`src/sv/pid_position_controller_slew_limit_macros.svh`:
```
// assertion macros for the pid position controller with slew limit
// used by the top level only; empty bodies when SYNTHESIS is defined
`ifndef PID_POSITION_CONTROLLER_SLEW_LIMIT_MACROS_SVH
`define PID_POSITION_CONTROLLER_SLEW_LIMIT_MACROS_SVH
`ifndef SYNTHESIS
`define PIDSL_ASSERT_NOW(label, clk, rst, ante, cons) \
  label: assert property (@(posedge clk) disable iff (rst) (ante) |-> (cons)) \
    else $error("pidsl assertion failed");
`define PIDSL_ASSERT_NEXT(label, clk, rst, ante, cons) \
  label: assert property (@(posedge clk) disable iff (rst) (ante) |=> (cons)) \
    else $error("pidsl assertion failed");
`else
`define PIDSL_ASSERT_NOW(label, clk, rst, ante, cons)
`define PIDSL_ASSERT_NEXT(label, clk, rst, ante, cons)
`endif
`endif

```
`src/sv/pidsl_pkg.sv`:
```
// shared widths, constants, control word types and microcode rom
// for the pid position controller; no dependencies
`default_nettype none
package pidsl_pkg;

  localparam int PosW     = 19;
  localparam int ErrW     = 20;
  localparam int DerW     = 21;
  localparam int IntW     = 32;
  localparam int GainW    = 32;
  localparam int BandW    = 19;
  localparam int SlewW    = 16;
  localparam int DgW      = 4;
  localparam int PowW     = 17;
  localparam int DriveW   = 21;
  localparam int ProdW    = 64;
  localparam int TermW    = 42;
  localparam int AccW     = 43;
  localparam int SumW     = 26;
  localparam int ScaledW  = 30;
  localparam int CfgIdxW  = 3;
  localparam int CfgDataW = 32;
  localparam int StepW    = 3;

  localparam logic signed [ProdW-1:0]  TermLimit = 64'sd1099511627776;
  localparam logic signed [AccW-1:0]   OneQ24    = 43'sd16777216;
  localparam logic [SlewW-1:0]         SlewOff   = '1;
  localparam logic [BandW-1:0]         RateOff   = '1;
  localparam logic signed [DriveW-1:0] DriveMax  = 21'sd675840;
  localparam logic signed [ScaledW-1:0] RoundHalf = 30'sd2048;

  localparam logic [GainW-1:0] GainPReset  = 32'd19293;
  localparam logic [GainW-1:0] GainIReset  = 32'd0;
  localparam logic [GainW-1:0] GainDReset  = 32'd234881;
  localparam logic [BandW-1:0] WindowReset = 19'd100;
  localparam logic [SlewW-1:0] SlewReset   = 16'd614;
  localparam logic [DgW-1:0]   DriveReset  = 4'd11;
  localparam logic [BandW-1:0] ErrBandReset  = 19'd9;
  localparam logic [BandW-1:0] RateBandReset = 19'd9;

  typedef enum logic [CfgIdxW-1:0] {
    REG_GAIN_P, REG_GAIN_I, REG_GAIN_D, REG_INT_WINDOW,
    REG_SLEW_LIMIT, REG_DRIVE_GAIN, REG_ERROR_BAND, REG_RATE_BAND
  } cfg_reg_t;

  typedef enum logic [1:0] {MUL_NONE, MUL_P, MUL_I, MUL_D} mul_sel_t;
  typedef enum logic [1:0] {ACC_HOLD, ACC_LOAD, ACC_ADD} acc_op_t;
  typedef enum logic [1:0] {PW_HOLD, PW_ROUND, PW_SLEW} pw_op_t;
  typedef enum logic {JMP_NONE, JMP_SLEW_OFF} jmp_cond_t;

  typedef struct packed {
    mul_sel_t mul_sel;
    acc_op_t  acc_op;
  } mac_ctl_t;

  typedef struct packed {
    mul_sel_t         mul_sel;
    acc_op_t          acc_op;
    pw_op_t           pw_op;
    jmp_cond_t        jmp_cond;
    logic [StepW-1:0] jmp_to;
    logic             emit;
  } uword_t;

  localparam logic [StepW-1:0] StepFirst = 3'd0;
  localparam logic [StepW-1:0] StepEmit  = 3'd6;

  function automatic uword_t ucode(input logic [StepW-1:0] step);
    uword_t w;
    w = '{mul_sel: MUL_NONE, acc_op: ACC_HOLD, pw_op: PW_HOLD,
          jmp_cond: JMP_NONE, jmp_to: StepFirst, emit: 1'b0};
    case (step)
      3'd0: w.mul_sel = MUL_P;
      3'd1: begin
        w.mul_sel = MUL_I;
        w.acc_op  = ACC_LOAD;
      end
      3'd2: begin
        w.mul_sel = MUL_D;
        w.acc_op  = ACC_ADD;
      end
      3'd3: w.acc_op = ACC_ADD;
      3'd4: begin
        w.pw_op    = PW_ROUND;
        w.jmp_cond = JMP_SLEW_OFF;
        w.jmp_to   = StepEmit;
      end
      3'd5: w.pw_op = PW_SLEW;
      3'd6: w.emit = 1'b1;
      default: w.emit = 1'b1;
    endcase
    return w;
  endfunction

endpackage
`default_nettype wire

```
`src/sv/pidsl_if.sv`:
```
// valid/ready channels of the pid position controller
// depends on pidsl_pkg for field widths
`default_nettype none
interface pidsl_in_if;
  logic                                valid;
  logic                                ready;
  logic signed [pidsl_pkg::PosW-1:0]   measured_position;
  logic signed [pidsl_pkg::PosW-1:0]   target_position;
  logic                                start_move;
  modport source (output valid, measured_position, target_position, start_move,
                  input ready);
  modport sink (input valid, measured_position, target_position, start_move,
                output ready);
endinterface

interface pidsl_out_if;
  logic                                valid;
  logic                                ready;
  logic signed [pidsl_pkg::DriveW-1:0] drive_value;
  logic                                settled;
  modport source (output valid, drive_value, settled, input ready);
  modport sink (input valid, drive_value, settled, output ready);
endinterface
`default_nettype wire

```
`src/sv/pid_position_controller_slew_limit.sv`:
```
// pid position controller with slew limited power output, top level
// depends on pidsl_pkg, pidsl_if, pidsl_mac and the macros header
//
// usage: one beat on in_ch carries measured and target position in whole
// degrees and a start flag; one beat comes back on out_ch with the drive
// value (drive gain times power, Q8.12) and a settled flag.
// gains and limits sit in eight registers on the cfg_write/cfg_index/
// cfg_data port; write them only while the block is idle.
// timing: a step counter walks a seven word microcode rom, one word a
// cycle unless held at the emit step, sharing one 33x32 multiplier for
// the p, i and d terms. the result is registered when the emit step fires
// (with the slew limit off the round step jumps over the slew step), and
// the next input beat is taken once the block is idle again.
// reset restores the register defaults and clears integral, last error
// and last power. a stalled out_ch holds its beat; the next input can be
// taken and worked meanwhile, holding at the emit step until out_ch frees.
`default_nettype none
`include "pid_position_controller_slew_limit_macros.svh"
module pid_position_controller_slew_limit (
  input  logic                              clk,
  input  logic                              rst,
  pidsl_in_if.sink                          in_ch,
  pidsl_out_if.source                       out_ch,
  input  logic                              cfg_write,
  input  logic [pidsl_pkg::CfgIdxW-1:0]     cfg_index,
  input  logic [pidsl_pkg::CfgDataW-1:0]    cfg_data
);
  import pidsl_pkg::*;

  logic [GainW-1:0] gain_p, gain_i, gain_d;
  logic [BandW-1:0] integral_window, error_band, rate_band;
  logic [SlewW-1:0] slew_limit;
  logic [DgW-1:0]   drive_gain;

  logic signed [IntW-1:0] integral_sum;
  logic signed [ErrW-1:0] last_error;
  logic signed [PowW-1:0] last_power;

  logic signed [ErrW-1:0] err_q;
  logic signed [DerW-1:0] deriv_q;
  logic signed [IntW-1:0] integ_q;
  logic signed [PowW-1:0] pw;

  logic                   busy;
  logic [StepW-1:0]       step;
  logic                   out_valid;
  logic signed [DriveW-1:0] drive;
  logic                   settled;

  uword_t   uw;
  mac_ctl_t mac_ctl;
  logic signed [AccW-1:0] acc;

  logic                   accept;
  logic                   fire;
  logic                   jump;
  logic signed [ErrW-1:0] err_in;
  logic [ErrW-1:0]        err_in_abs;
  logic signed [IntW-1:0] base_int;
  logic signed [ErrW-1:0] base_err;
  logic signed [IntW:0]   int_wide;
  logic signed [IntW-1:0] int_sat;
  logic signed [IntW-1:0] integ_in;
  logic signed [DerW-1:0] deriv_in;

  logic signed [AccW-1:0]    sum_wide;
  logic signed [SumW-1:0]    sum_c;
  logic signed [ScaledW-1:0] sum_ext;
  logic signed [ScaledW-1:0] scaled;
  logic signed [PowW-1:0]    pw_round;
  logic signed [PowW:0]      lp_ext, pw_ext, slew_hi, slew_lo, pw_clamp;
  logic signed [DriveW:0]    drive_full;
  logic [ErrW-1:0]           err_abs;
  logic [DerW-1:0]           deriv_abs;
  logic                      settled_next;

  assign accept       = in_ch.valid && !busy;
  assign in_ch.ready  = !busy;
  assign out_ch.valid = out_valid;
  assign out_ch.drive_value = drive;
  assign out_ch.settled     = settled;

  assign uw   = ucode(step);
  assign fire = busy && uw.emit && (!out_valid || out_ch.ready);
  assign jump = (uw.jmp_cond == JMP_SLEW_OFF) && (slew_limit == SlewOff);
  assign mac_ctl.mul_sel = busy ? uw.mul_sel : MUL_NONE;
  assign mac_ctl.acc_op  = busy ? uw.acc_op : ACC_HOLD;

  // error, windowed integral and derivative at the input beat
  always_comb begin
    err_in     = {in_ch.target_position[PosW-1], in_ch.target_position}
               - {in_ch.measured_position[PosW-1], in_ch.measured_position};
    err_in_abs = err_in[ErrW-1] ? (~err_in + 1'b1) : err_in;
    base_int   = in_ch.start_move ? '0 : integral_sum;
    base_err   = in_ch.start_move ? '0 : last_error;
    int_wide   = {base_int[IntW-1], base_int}
               + {{(IntW+1-ErrW){err_in[ErrW-1]}}, err_in};
    if (int_wide[IntW] != int_wide[IntW-1]) begin
      int_sat = int_wide[IntW] ? {1'b1, {(IntW-1){1'b0}}} : {1'b0, {(IntW-1){1'b1}}};
    end else begin
      int_sat = int_wide[IntW-1:0];
    end
    integ_in = (err_in_abs < {1'b0, integral_window}) ? int_sat : base_int;
    deriv_in = {err_in[ErrW-1], err_in} - {base_err[ErrW-1], base_err};
  end

  // clamp to +/-1.0, scale by 11, round, slew clamp, drive gain, settled check
  always_comb begin
    if (acc > OneQ24) begin
      sum_wide = OneQ24;
    end else if (acc < -OneQ24) begin
      sum_wide = -OneQ24;
    end else begin
      sum_wide = acc;
    end
    sum_c    = sum_wide[SumW-1:0];
    sum_ext  = {{(ScaledW-SumW){sum_c[SumW-1]}}, sum_c};
    scaled   = (sum_ext <<< 3) + (sum_ext <<< 1) + sum_ext + RoundHalf;
    pw_round = scaled[PowW+11:12];
    lp_ext   = {last_power[PowW-1], last_power};
    pw_ext   = {pw[PowW-1], pw};
    slew_hi  = lp_ext + $signed({2'b00, slew_limit});
    slew_lo  = lp_ext - $signed({2'b00, slew_limit});
    if (pw_ext > slew_hi) begin
      pw_clamp = slew_hi;
    end else if (pw_ext < slew_lo) begin
      pw_clamp = slew_lo;
    end else begin
      pw_clamp = pw_ext;
    end
    drive_full = $signed({1'b0, drive_gain}) * pw;
    err_abs    = err_q[ErrW-1] ? (~err_q + 1'b1) : err_q;
    deriv_abs  = deriv_q[DerW-1] ? (~deriv_q + 1'b1) : deriv_q;
    settled_next = (err_abs <= {1'b0, error_band})
                && ((rate_band == RateOff) || (deriv_abs <= {2'b00, rate_band}));
  end

  pidsl_mac u_mac (
    .clk    (clk),
    .ctl    (mac_ctl),
    .gain_p (gain_p),
    .gain_i (gain_i),
    .gain_d (gain_d),
    .err    (err_q),
    .integ  (integ_q),
    .deriv  (deriv_q),
    .acc    (acc)
  );

  always_ff @(posedge clk) begin
    if (rst) begin
      gain_p          <= GainPReset;
      gain_i          <= GainIReset;
      gain_d          <= GainDReset;
      integral_window <= WindowReset;
      slew_limit      <= SlewReset;
      drive_gain      <= DriveReset;
      error_band      <= ErrBandReset;
      rate_band       <= RateBandReset;
    end else if (cfg_write) begin
      case (cfg_reg_t'(cfg_index))
        REG_GAIN_P:     gain_p          <= cfg_data[GainW-1:0];
        REG_GAIN_I:     gain_i          <= cfg_data[GainW-1:0];
        REG_GAIN_D:     gain_d          <= cfg_data[GainW-1:0];
        REG_INT_WINDOW: integral_window <= cfg_data[BandW-1:0];
        REG_SLEW_LIMIT: slew_limit      <= cfg_data[SlewW-1:0];
        REG_DRIVE_GAIN: drive_gain      <= cfg_data[DgW-1:0];
        REG_ERROR_BAND: error_band      <= cfg_data[BandW-1:0];
        REG_RATE_BAND:  rate_band       <= cfg_data[BandW-1:0];
        default: ;
      endcase
    end
  end

  always_ff @(posedge clk) begin
    if (rst) begin
      busy         <= 1'b0;
      step         <= StepFirst;
      out_valid    <= 1'b0;
      integral_sum <= '0;
      last_error   <= '0;
      last_power   <= '0;
    end else begin
      if (accept) begin
        busy    <= 1'b1;
        step    <= StepFirst;
        err_q   <= err_in;
        integ_q <= integ_in;
        deriv_q <= deriv_in;
        if (in_ch.start_move) begin
          last_power <= '0;
        end
      end else if (busy) begin
        if (uw.emit) begin
          if (fire) begin
            busy         <= 1'b0;
            step         <= StepFirst;
            integral_sum <= integ_q;
            last_error   <= err_q;
            last_power   <= pw;
          end
        end else if (jump) begin
          step <= uw.jmp_to;
        end else begin
          step <= step + 1'b1;
        end
      end

      if (busy) begin
        case (uw.pw_op)
          PW_ROUND: pw <= pw_round;
          PW_SLEW:  pw <= pw_clamp[PowW-1:0];
          default:  pw <= pw;
        endcase
      end

      if (fire) begin
        out_valid <= 1'b1;
        drive     <= drive_full[DriveW-1:0];
        settled   <= settled_next;
      end else if (out_ch.ready) begin
        out_valid <= 1'b0;
      end
    end
  end

  `PIDSL_ASSERT_NEXT(a_accept_starts, clk, rst, accept, busy && step == StepFirst)
  `PIDSL_ASSERT_NOW(a_idle_at_first, clk, rst, !busy, step == StepFirst)
  `PIDSL_ASSERT_NEXT(a_emit_presents, clk, rst, fire, out_valid && !busy)
  `PIDSL_ASSERT_NOW(a_drive_range, clk, rst, out_valid, drive >= -DriveMax && drive <= DriveMax)
endmodule
`default_nettype wire

```
`src/sv/pidsl_mac.sv`:
```
// shared multiplier with term saturation and accumulator
// depends on pidsl_pkg
`default_nettype none
module pidsl_mac (
  input  logic                                clk,
  input  pidsl_pkg::mac_ctl_t                 ctl,
  input  logic [pidsl_pkg::GainW-1:0]         gain_p,
  input  logic [pidsl_pkg::GainW-1:0]         gain_i,
  input  logic [pidsl_pkg::GainW-1:0]         gain_d,
  input  logic signed [pidsl_pkg::ErrW-1:0]   err,
  input  logic signed [pidsl_pkg::IntW-1:0]   integ,
  input  logic signed [pidsl_pkg::DerW-1:0]   deriv,
  output logic signed [pidsl_pkg::AccW-1:0]   acc
);
  import pidsl_pkg::*;

  logic [GainW-1:0]                 gain;
  logic signed [IntW-1:0]           opnd;
  logic signed [ProdW:0]            prod_full;
  logic signed [ProdW-1:0]          prod;
  logic signed [ProdW-1:0]          term_wide;
  logic signed [TermW-1:0]          term;

  always_comb begin
    case (ctl.mul_sel)
      MUL_P: begin
        gain = gain_p;
        opnd = {{(IntW-ErrW){err[ErrW-1]}}, err};
      end
      MUL_I: begin
        gain = gain_i;
        opnd = integ;
      end
      MUL_D: begin
        gain = gain_d;
        opnd = {{(IntW-DerW){deriv[DerW-1]}}, deriv};
      end
      default: begin
        gain = '0;
        opnd = '0;
      end
    endcase
    prod_full = $signed({1'b0, gain}) * opnd;
  end

  always_comb begin
    if (prod > TermLimit) begin
      term_wide = TermLimit;
    end else if (prod < -TermLimit) begin
      term_wide = -TermLimit;
    end else begin
      term_wide = prod;
    end
    term = term_wide[TermW-1:0];
  end

  always_ff @(posedge clk) begin
    prod <= prod_full[ProdW-1:0];
    case (ctl.acc_op)
      ACC_LOAD: acc <= {term[TermW-1], term};
      ACC_ADD:  acc <= acc + {term[TermW-1], term};
      default:  acc <= acc;
    endcase
  end
endmodule
`default_nettype wire
```
`src/flat_wrapper.sv`:
```
// flat-port wrapper written by rule: the top's interface ports become plain ports
module pid_position_controller_slew_limit_flat import pidsl_pkg::*;
  (clk, rst, cfg_write, cfg_index, cfg_data, in_ch_valid, in_ch_measured_position, in_ch_target_position, in_ch_start_move, in_ch_ready, out_ch_valid, out_ch_drive_value, out_ch_settled, out_ch_ready);
  pidsl_in_if in_ch_i ();
  pidsl_out_if out_ch_i ();
  input  logic clk;
  input  logic rst;
  input  logic cfg_write;
  input  logic [pidsl_pkg::CfgIdxW-1:0] cfg_index;
  input  logic [pidsl_pkg::CfgDataW-1:0] cfg_data;
  input wire logic [$bits(in_ch_i.valid)-1:0] in_ch_valid;
  input wire logic [$bits(in_ch_i.measured_position)-1:0] in_ch_measured_position;
  input wire logic [$bits(in_ch_i.target_position)-1:0] in_ch_target_position;
  input wire logic [$bits(in_ch_i.start_move)-1:0] in_ch_start_move;
  output wire logic [$bits(in_ch_i.ready)-1:0] in_ch_ready;
  output wire logic [$bits(out_ch_i.valid)-1:0] out_ch_valid;
  output wire logic [$bits(out_ch_i.drive_value)-1:0] out_ch_drive_value;
  output wire logic [$bits(out_ch_i.settled)-1:0] out_ch_settled;
  input wire logic [$bits(out_ch_i.ready)-1:0] out_ch_ready;
  assign in_ch_i.valid = in_ch_valid;
  assign in_ch_i.measured_position = in_ch_measured_position;
  assign in_ch_i.target_position = in_ch_target_position;
  assign in_ch_i.start_move = in_ch_start_move;
  assign in_ch_ready = in_ch_i.ready;
  assign out_ch_valid = out_ch_i.valid;
  assign out_ch_drive_value = out_ch_i.drive_value;
  assign out_ch_settled = out_ch_i.settled;
  assign out_ch_i.ready = out_ch_ready;
  pid_position_controller_slew_limit u_core (.clk(clk), .rst(rst), .in_ch(in_ch_i), .out_ch(out_ch_i), .cfg_write(cfg_write), .cfg_index(cfg_index), .cfg_data(cfg_data));
endmodule
```
`config.mk`:
```
export PLATFORM = sky130hd
export DESIGN_NAME = pid_position_controller_slew_limit_flat
export DESIGN_NICKNAME = d
export VERILOG_FILES = /design/src/sv/pidsl_pkg.sv /design/src/sv/pidsl_if.sv /design/src/sv/pid_position_controller_slew_limit.sv /design/src/sv/pidsl_mac.sv /design/src/flat_wrapper.sv
export VERILOG_INCLUDE_DIRS = /design/src /design/src/sv
export SDC_FILE = /design/constraint.sdc
export NUM_CORES = 2
export LEC_CHECK = 0
export BUFFER_PORTS_ARGS = -buffer_cell sky130_fd_sc_hd__buf_2
export CORE_ASPECT_RATIO = 0.6
export CORE_MARGIN = 1
export CORE_UTILIZATION = 60
export CTS_CLUSTER_SIZE = 30
export DETAILED_ROUTE_END_ITERATION = 8
export PLACE_DENSITY_LB_ADDON = 0.15
export SLEW_MARGIN = 5
export SYNTH_ARGS = -nofsm -noshare
export SYNTH_HDL_FRONTEND = slang
export SYNTH_SLANG_ARGS = --single-unit
```
`constraint.sdc`:
```
create_clock -name clk -period 11.73 [get_ports clk]
set_clock_uncertainty 0.15 [all_clocks]
set_input_delay 1.173 -clock clk [delete_from_list [all_inputs] [get_ports clk]]
set_output_delay 1.173 -clock clk [all_outputs]
set_load 0.1 [all_outputs]
```
Word-level counts from Yosys, hierarchy flattened
Index checks and enable logic that the tools add are counted.

word-level totals
  output and inout bits = 24
  register bits after elaboration = 466
  word-level logic and storage cells = 150
  input port bits = 79

cells by class
  $add $sub $neg = 13
  $mul = 2
  bitwise gates (word level) = 6
  eq/ne operators = 25
  order comparisons = 9
  multiplexer cells = 39
  reduce and logical (&&, ||, !) cells = 34

operators by type and width
  kind                                                                                count
  32-bit case mux with 3 select lines                                                 2
  32-bit two-way mux                                                                  4
  17-bit two-way mux                                                                  7
  43-bit case mux with 2 select lines                                                 1
  42-bit two-way mux                                                                  2
  64-bit by 42-bit greater-than comparator with 1-bit output (second input constant)  1
  64-bit by 41-bit less-than comparator with 1-bit output (second input constant)     1
  33-bit by 32-bit multiplier with 64-bit output                                      1
  20-bit two-way mux                                                                  3
  26-bit two-way mux                                                                  2
  43-bit adder                                                                        1
  43-bit by 26-bit greater-than comparator with 1-bit output (second input constant)  1
  43-bit by 25-bit less-than comparator with 1-bit output (second input constant)     1
  20-bit by 1-bit adder with 20-bit output (second input constant)                    2
  20-bit NOT                                                                          2
  17-bit case mux with 2 select lines                                                 1
  32-bit by 20-bit adder with 33-bit output                                           1
  29-bit by 13-bit adder with 29-bit output (second input constant)                   1
  29-bit by 26-bit adder with 29-bit output                                           1
  29-bit by 27-bit adder with 29-bit output                                           1
  2-bit AND reduction                                                                 11
  21-bit by 1-bit adder with 21-bit output (second input constant)                    1
  21-bit by 19-bit less-or-equal comparator with 1-bit output                         1
  5-bit by 17-bit multiplier with 21-bit output                                       1
  other kinds (37)                                                                    78

Logic depth before layout (Yosys ltp)
  depth after elaboration = 9
  mapped depth = 40
  gate-level depth less buffers = 37

Modules after synthesis
A second synthesis with hierarchy kept.

unflattened totals
  cells, all modules = 7603
  area total of the unflattened synthesis = 65466.5 µm²

by module, submodules not included
  module                              area an instance (µm²)  times used  cells an instance  seq. area each (µm²)
  pidsl_mac                           39897.0                 1           4561               2572.5
  pid_position_controller_slew_limit  25569.5                 1           3042               8308.0

Worst setup path after synthesis
OpenSTA, ideal clock, no wires.

  path type = register -> register
  start = reg u_core.busy
  end = reg u_core.u_mac.prod[62]
  path buffers = 3
  slack = 1.380 ns
  clock period less this slack = 10.350 ns
  cell stages (with the launch flop) = 32
  arrival = 10.073 ns
  setup time = 0.127 ns
  required time = 11.453 ns
  cell sequence = dfxtp_1 clkinv_1 nor2_1 o21a_1 clkbuf_1 buf_1 clkbuf_1 mux2i_1 a21oi_1 nand2_1 nor2_1 ha_1 fa_1 inv_1 fa_1 fa_1 inv_1 fa_1 fa_1 fa_1 fa_1 ha_1 a21o_1 a211o_1 or3_1 o21ai_0 o22ai_1 a32oi_1 a211oi_1 nor2_1 o21ai_0 xor2_1

between the ends
  word-level cells in the longest chain between the ends = 4
  elaborated cells between the ends (all ways) = 7
  classes of those cells = mul: 1; eq/ne: 3; mux: 3

ends and longest elaborated chain
  element                                                                                       RTL line                                   text
  start: declaration                                                                            pid_position_controller_slew_limit.sv:44   logic busy;
  start signal: assignment                                                                      pid_position_controller_slew_limit.sv:177  busy <= 1'b0;
  start signal: assignment                                                                      pid_position_controller_slew_limit.sv:185  busy <= 1'b1;
  start signal: assignment                                                                      pid_position_controller_slew_limit.sv:196  busy <= 1'b0;
  2-bit two-way mux *                                                                           pid_position_controller_slew_limit.sv:86   assign mac_ctl.mul_sel = busy ? uw.mul_sel : MUL_NONE;
  2-bit equality test / 2-bit by 1-bit equality test with 1-bit output (equally long branches)  pidsl_mac.sv:25                            case (ctl.mul_sel)
  32-bit case mux with 3 select lines                                                           pidsl_mac.sv:25
  33-bit by 32-bit multiplier with 64-bit output *                                              pidsl_mac.sv:43                            prod_full = $signed({1'b0, gain}) * opnd;
  named net u_core.u_mac.prod_full[62]                                                          pidsl_mac.sv:19                            logic signed [ProdW:0] prod_full;
  end signal: assignment                                                                        pidsl_mac.sv:58                            prod <= prod_full[ProdW-1:0];
  end: declaration                                                                              pidsl_mac.sv:20                            logic signed [ProdW-1:0] prod;

The timed path passes the listed nets; every way through them passes the cells marked *.
A chain may end at the register's enable or synchronous reset.

Worst setup path in the final report
  start = reg u_core.busy
  end = reg u_core.u_mac.prod[42]

The elaborated chain is that of the path after synthesis.

==> flow_metrics.py <==
metrics = {
    "pwr": {
        "ir_drop_mv": 0.118,
        "finalPower_mw": 8.62,
        "leakage_nw": 32.9,
        "power_density_mw_per_mm2": 124,
    },
    "sta": {
        "final_max_slew_viol_count": 0,
        "slew_headroom_pct": 1.86,
        "fin_crit_ns": 11.04,
        "grt_setup_unrepaired": "no",
        "setup_violations": 0,
        "tns_ns": 0,
        "max_freq_mhz": 90.6,
        "period_share_pct": 94.1,
        "worst_slew_pin_slew_ns": 1.46,
        "hold_viol": 0,
    },
    "synthesis": {
        "syn_area_mm2": 0.0649,
        "avgSynthCellArea_um2": 8.57,
        "syn_inst": 7569,
        "ys_ff_latch": 466,
        "synthArstFlopShare_pct": 0,
        "ys_warn_count": 0,
        "synth_edf_count": 155,
        "seq_area_frac_synth_pct": 16.8,
        "syn_nets": 9233,
        "synth_cell_types": 76,
        "ys.flop_type": "dfxtp_1",
    },
    "global_routing": {
        "antenna_found_initial": 12,
        "grt_pass1_vias": 54500,
        "grt_start_max_net_pins": 117,
        "grt-ovfl-total": 0,
        "grt_pass1_wl_um": 355000,
        "grtUsageTotal_pct": 44.1,
    },
    "cells_and_area": {
        "layout-drive-gt1-share_pct": 6.11,
        "final_nets": 9264,
        "fill_cells": 9169,
        "areaGrowthSynthToFinish_pct": 6.82,
    },
    "setup_path": {
        "cp_slowest_stage_delay_ns": 0.86,
        "critPathTopFamily": "adder cells",
        "critPathSlowestCell": "nand2_1",
        "required_ns": 12.15,
        "reg2reg_slack_ns": 0.69,
        "crit_fanout": 42,
        "path_buf_inv": 5,
        "crit_arrival_ns": 11.46,
        "worst_setup_path_end_kind": "register",
        "start_kind": "register",
        "crit_top_cell": "fa_1",
        "path_class": "reg -> reg",
    },
    "die": {
        "rows": 93,
        "die_x_um": 426,
        "die_area_mm2": 0.109,
        "io_pins": 103,
        "die_y_um": 257,
        "start_util_pct": 60.5,
        "core_area_mm2": 0.107,
    },
    "clocking": {
        "post_cts_buffers": 0,
        "clk_latency_ns": 0.67,
        "cts_buffers": 49,
        "cts_root_buf": "clkbuf_16",
        "clock-sinks": 466,
        "htreeDepth": 2,
        "ctsResizeCount": 0,
        "clk_pin_slew_ns": 0.07,
        "cts_buffer_depth": 3,
        "cts_tree": "done",
        "cts_hold_buf": 0,
    },
    "place": {
        "gp_congestion": 1.08,
        "hpwl_um": 194000,
        "io_buffers": 102,
    },
    "worst_hold_path": {
        "holdCritPathClass": "reg -> reg",
    },
    "drt": {
        "drtPass1Iterations": 8,
        "viasPerCell": 6.14,
        "drt_iter0_markers": 7324,
        "drc": 0,
        "wl_per_cell_um": 26.6,
        "vias": 55600,
        "postRouteAntennaNets": 0,
        "wl_um": 241000,
    },
    "run": {
        "timing.max_cap.violations": 0,
    },
    "outcome": {
        "status": "completed",
    },
}
## state kept, by name, indices dropped and copies added (netlist names), 3 cells and up
| signal | count |
|---|---|
| u_core.gain_d | 32 |
| u_core.drive_gain | 4 |
| u_core.pw | 17 |
| u_core.integ_q | 32 |
| u_core.integral_window | 19 |
| u_core.u_mac.prod | 64 |
| u_core.deriv_q | 21 |
| u_core.u_mac.acc | 43 |
| u_core.err_q | 20 |
| u_core.gain_p | 32 |
| u_core.gain_i | 32 |
| u_core.integral_sum | 32 |
| u_core.last_power | 17 |
| u_core.slew_limit | 16 |
| u_core.last_error | 20 |
| u_core.rate_band | 19 |
| u_core.error_band | 19 |
| u_core.out_ch.drive_value | 21 |
| u_core.step | 3 |
## cell type report
class                   count  area [µm²]  share of cell area (%)
clock inverters            21         236                   0.341
inverters                1160        4350                    6.28
multi-input cells        5642       48700                    70.2
well taps                1425        1780                    2.57
diodes                      4        10.0                  0.0144
flip-flops and latches    466       10900                    15.7
clock buffers              70        1450                    2.09
repair buffers            281        1910                    2.76
## power breakdown
| group | switching [mW] | leakage [nW] | internal, mW |
|---|---|---|---|
| Clock | 0.741 | 0.830 | 0.935 |
| Sequential | 0.133 | 3.99 | 1.86 |
| Combinational | 3.20 | 28.0 | 1.75 |
## kinds of logic after synthesis
logic type / after synthesis / share of synthesized area [%]
and+or+nand+nor: 2521 / 16.8
xor gates and xnor gates: 266 / 3.59
buffers and inverters: 1461 / 8.49
DFF: 466 / 16.8
adders and majority gates: 1585 / 41.7
AOI/OAI and AO/OA: 1174 / 11.1
muxes: 96 / 1.53
## path summary, 6_finish.rpt
path	end	depth (start not counted)	startpoint
worst max-delay path	u_core.u_mac.prod[42]	30	u_core.busy
worst min-delay path	u_core.integral_sum[5]	2	u_core.integral_sum[5]
worst max register to register	u_core.u_mac.prod[42]	30	u_core.busy
worst min register to register	u_core.integral_sum[5]	2	u_core.integral_sum[5]
## worst register-to-register path: cells and delay by family, from the launching register on
family                     cells  cell delay (ns)
buffers and inverters          5             0.96
DFF                            1             0.44
muxes                          1             0.23
AOI/OAI and AO/OA              8             2.45
xor gates and xnor gates       1             0.13
and+or+nand+nor                6             2.32
adders and majority gates      9             4.26
## stage by stage
step | util [%] | instance area, µm² | hold WS [ns] | setup WS, ns | std cells
floorplan | - | 64900 | 0.282 | 1.38 | 7569
global placement | 63.1 | 67600 | 0.288 | 1.17 | 8974
detailed placement | 63.1 | 67600 | 0.294 | 0.932 | 8974
CTS | 64.6 | 69300 | 0.303 | 0.900 | 9065
global route | 64.6 | 69300 | 0.317 | 0.457 | 9065
finish | 64.7 | 69300 | 0.301 | 0.693 | 9069
## cell usage in the layout, fill, tap and decap left out, types with 32 or more instances in the layout
| master | count |
|---|---|
| a21o_1 | 155 |
| nand2_1 | 1041 |
| xnor2_1 | 188 |
| nand4_1 | 50 |
| nand2b_1 | 84 |
| nor4_1 | 36 |
| o21bai_1 | 32 |
| clkbuf_16 | 51 |
| fa_1 | 960 |
| o21a_1 | 75 |
| buf_2 | 101 |
| nor3_1 | 54 |
| a21oi_1 | 462 |
| dfxtp_1 | 311 |
| nor2_1 | 856 |
| edfxtp_1 | 155 |
| nand3_1 | 74 |
| and2_1 | 126 |
| xor2_1 | 78 |
| buf_4 | 175 |
| ha_1 | 625 |
| mux2i_1 | 71 |
| nor2b_1 | 84 |
| o21ai_0 | 201 |
| inv_1 | 1157 |
## cells in the mapped netlist, drive strengths merged (6+ instances only)
| cell type | n | area (µm²) |
|---|---|---|
| o21bai | 32 | 240 |
| o2bb2ai | 19 | 166 |
| nand4 | 50 | 313 |
| o211ai | 27 | 203 |
| mux2i | 71 | 711 |
| o41ai | 9 | 97.6 |
| or2 | 26 | 163 |
| ha | 625 | 7820 |
| a21o | 155 | 1160 |
| o2111ai | 6 | 52.6 |
| xnor2 | 188 | 1650 |
| o31ai | 23 | 173 |
| and3 | 21 | 131 |
| nand2 | 1044 | 3920 |
| dfxtp | 311 | 6230 |
| nand3 | 75 | 375 |
| a21oi | 477 | 2390 |
| nor3 | 57 | 285 |
| a22o | 19 | 166 |
| or4 | 7 | 52.6 |
| a31oi | 27 | 169 |
| o21ai | 220 | 1100 |
| mux2 | 25 | 282 |
| o21a | 76 | 571 |
| fa | 960 | 19200 |
| a211oi | 16 | 120 |
| buf | 23 | 111 |
| or3 | 28 | 180 |
| nand2b | 84 | 526 |
| nor3b | 7 | 52.6 |
| nor2b | 84 | 526 |
| inv | 1158 | 4350 |
| clkbuf | 278 | 1040 |
| a21boi | 7 | 52.6 |
| nor4 | 36 | 225 |
| edfxtp | 155 | 4650 |
| nor2 | 863 | 3240 |
| and2 | 126 | 788 |
| a2111oi | 10 | 87.6 |
| xor2 | 78 | 683 |
## per-layer routing
| layer | GRT usage (%) | routed length, µm |
|---|---|---|
| met2 | 53.6 | 84600 |
| met5 | 1.01 | 371 |
| met1 | 65.8 | 103000 |
| met3 | 23.4 | 44300 |
| met4 | 12.8 | 8110 |
Power figures use the tool's default switching activity.
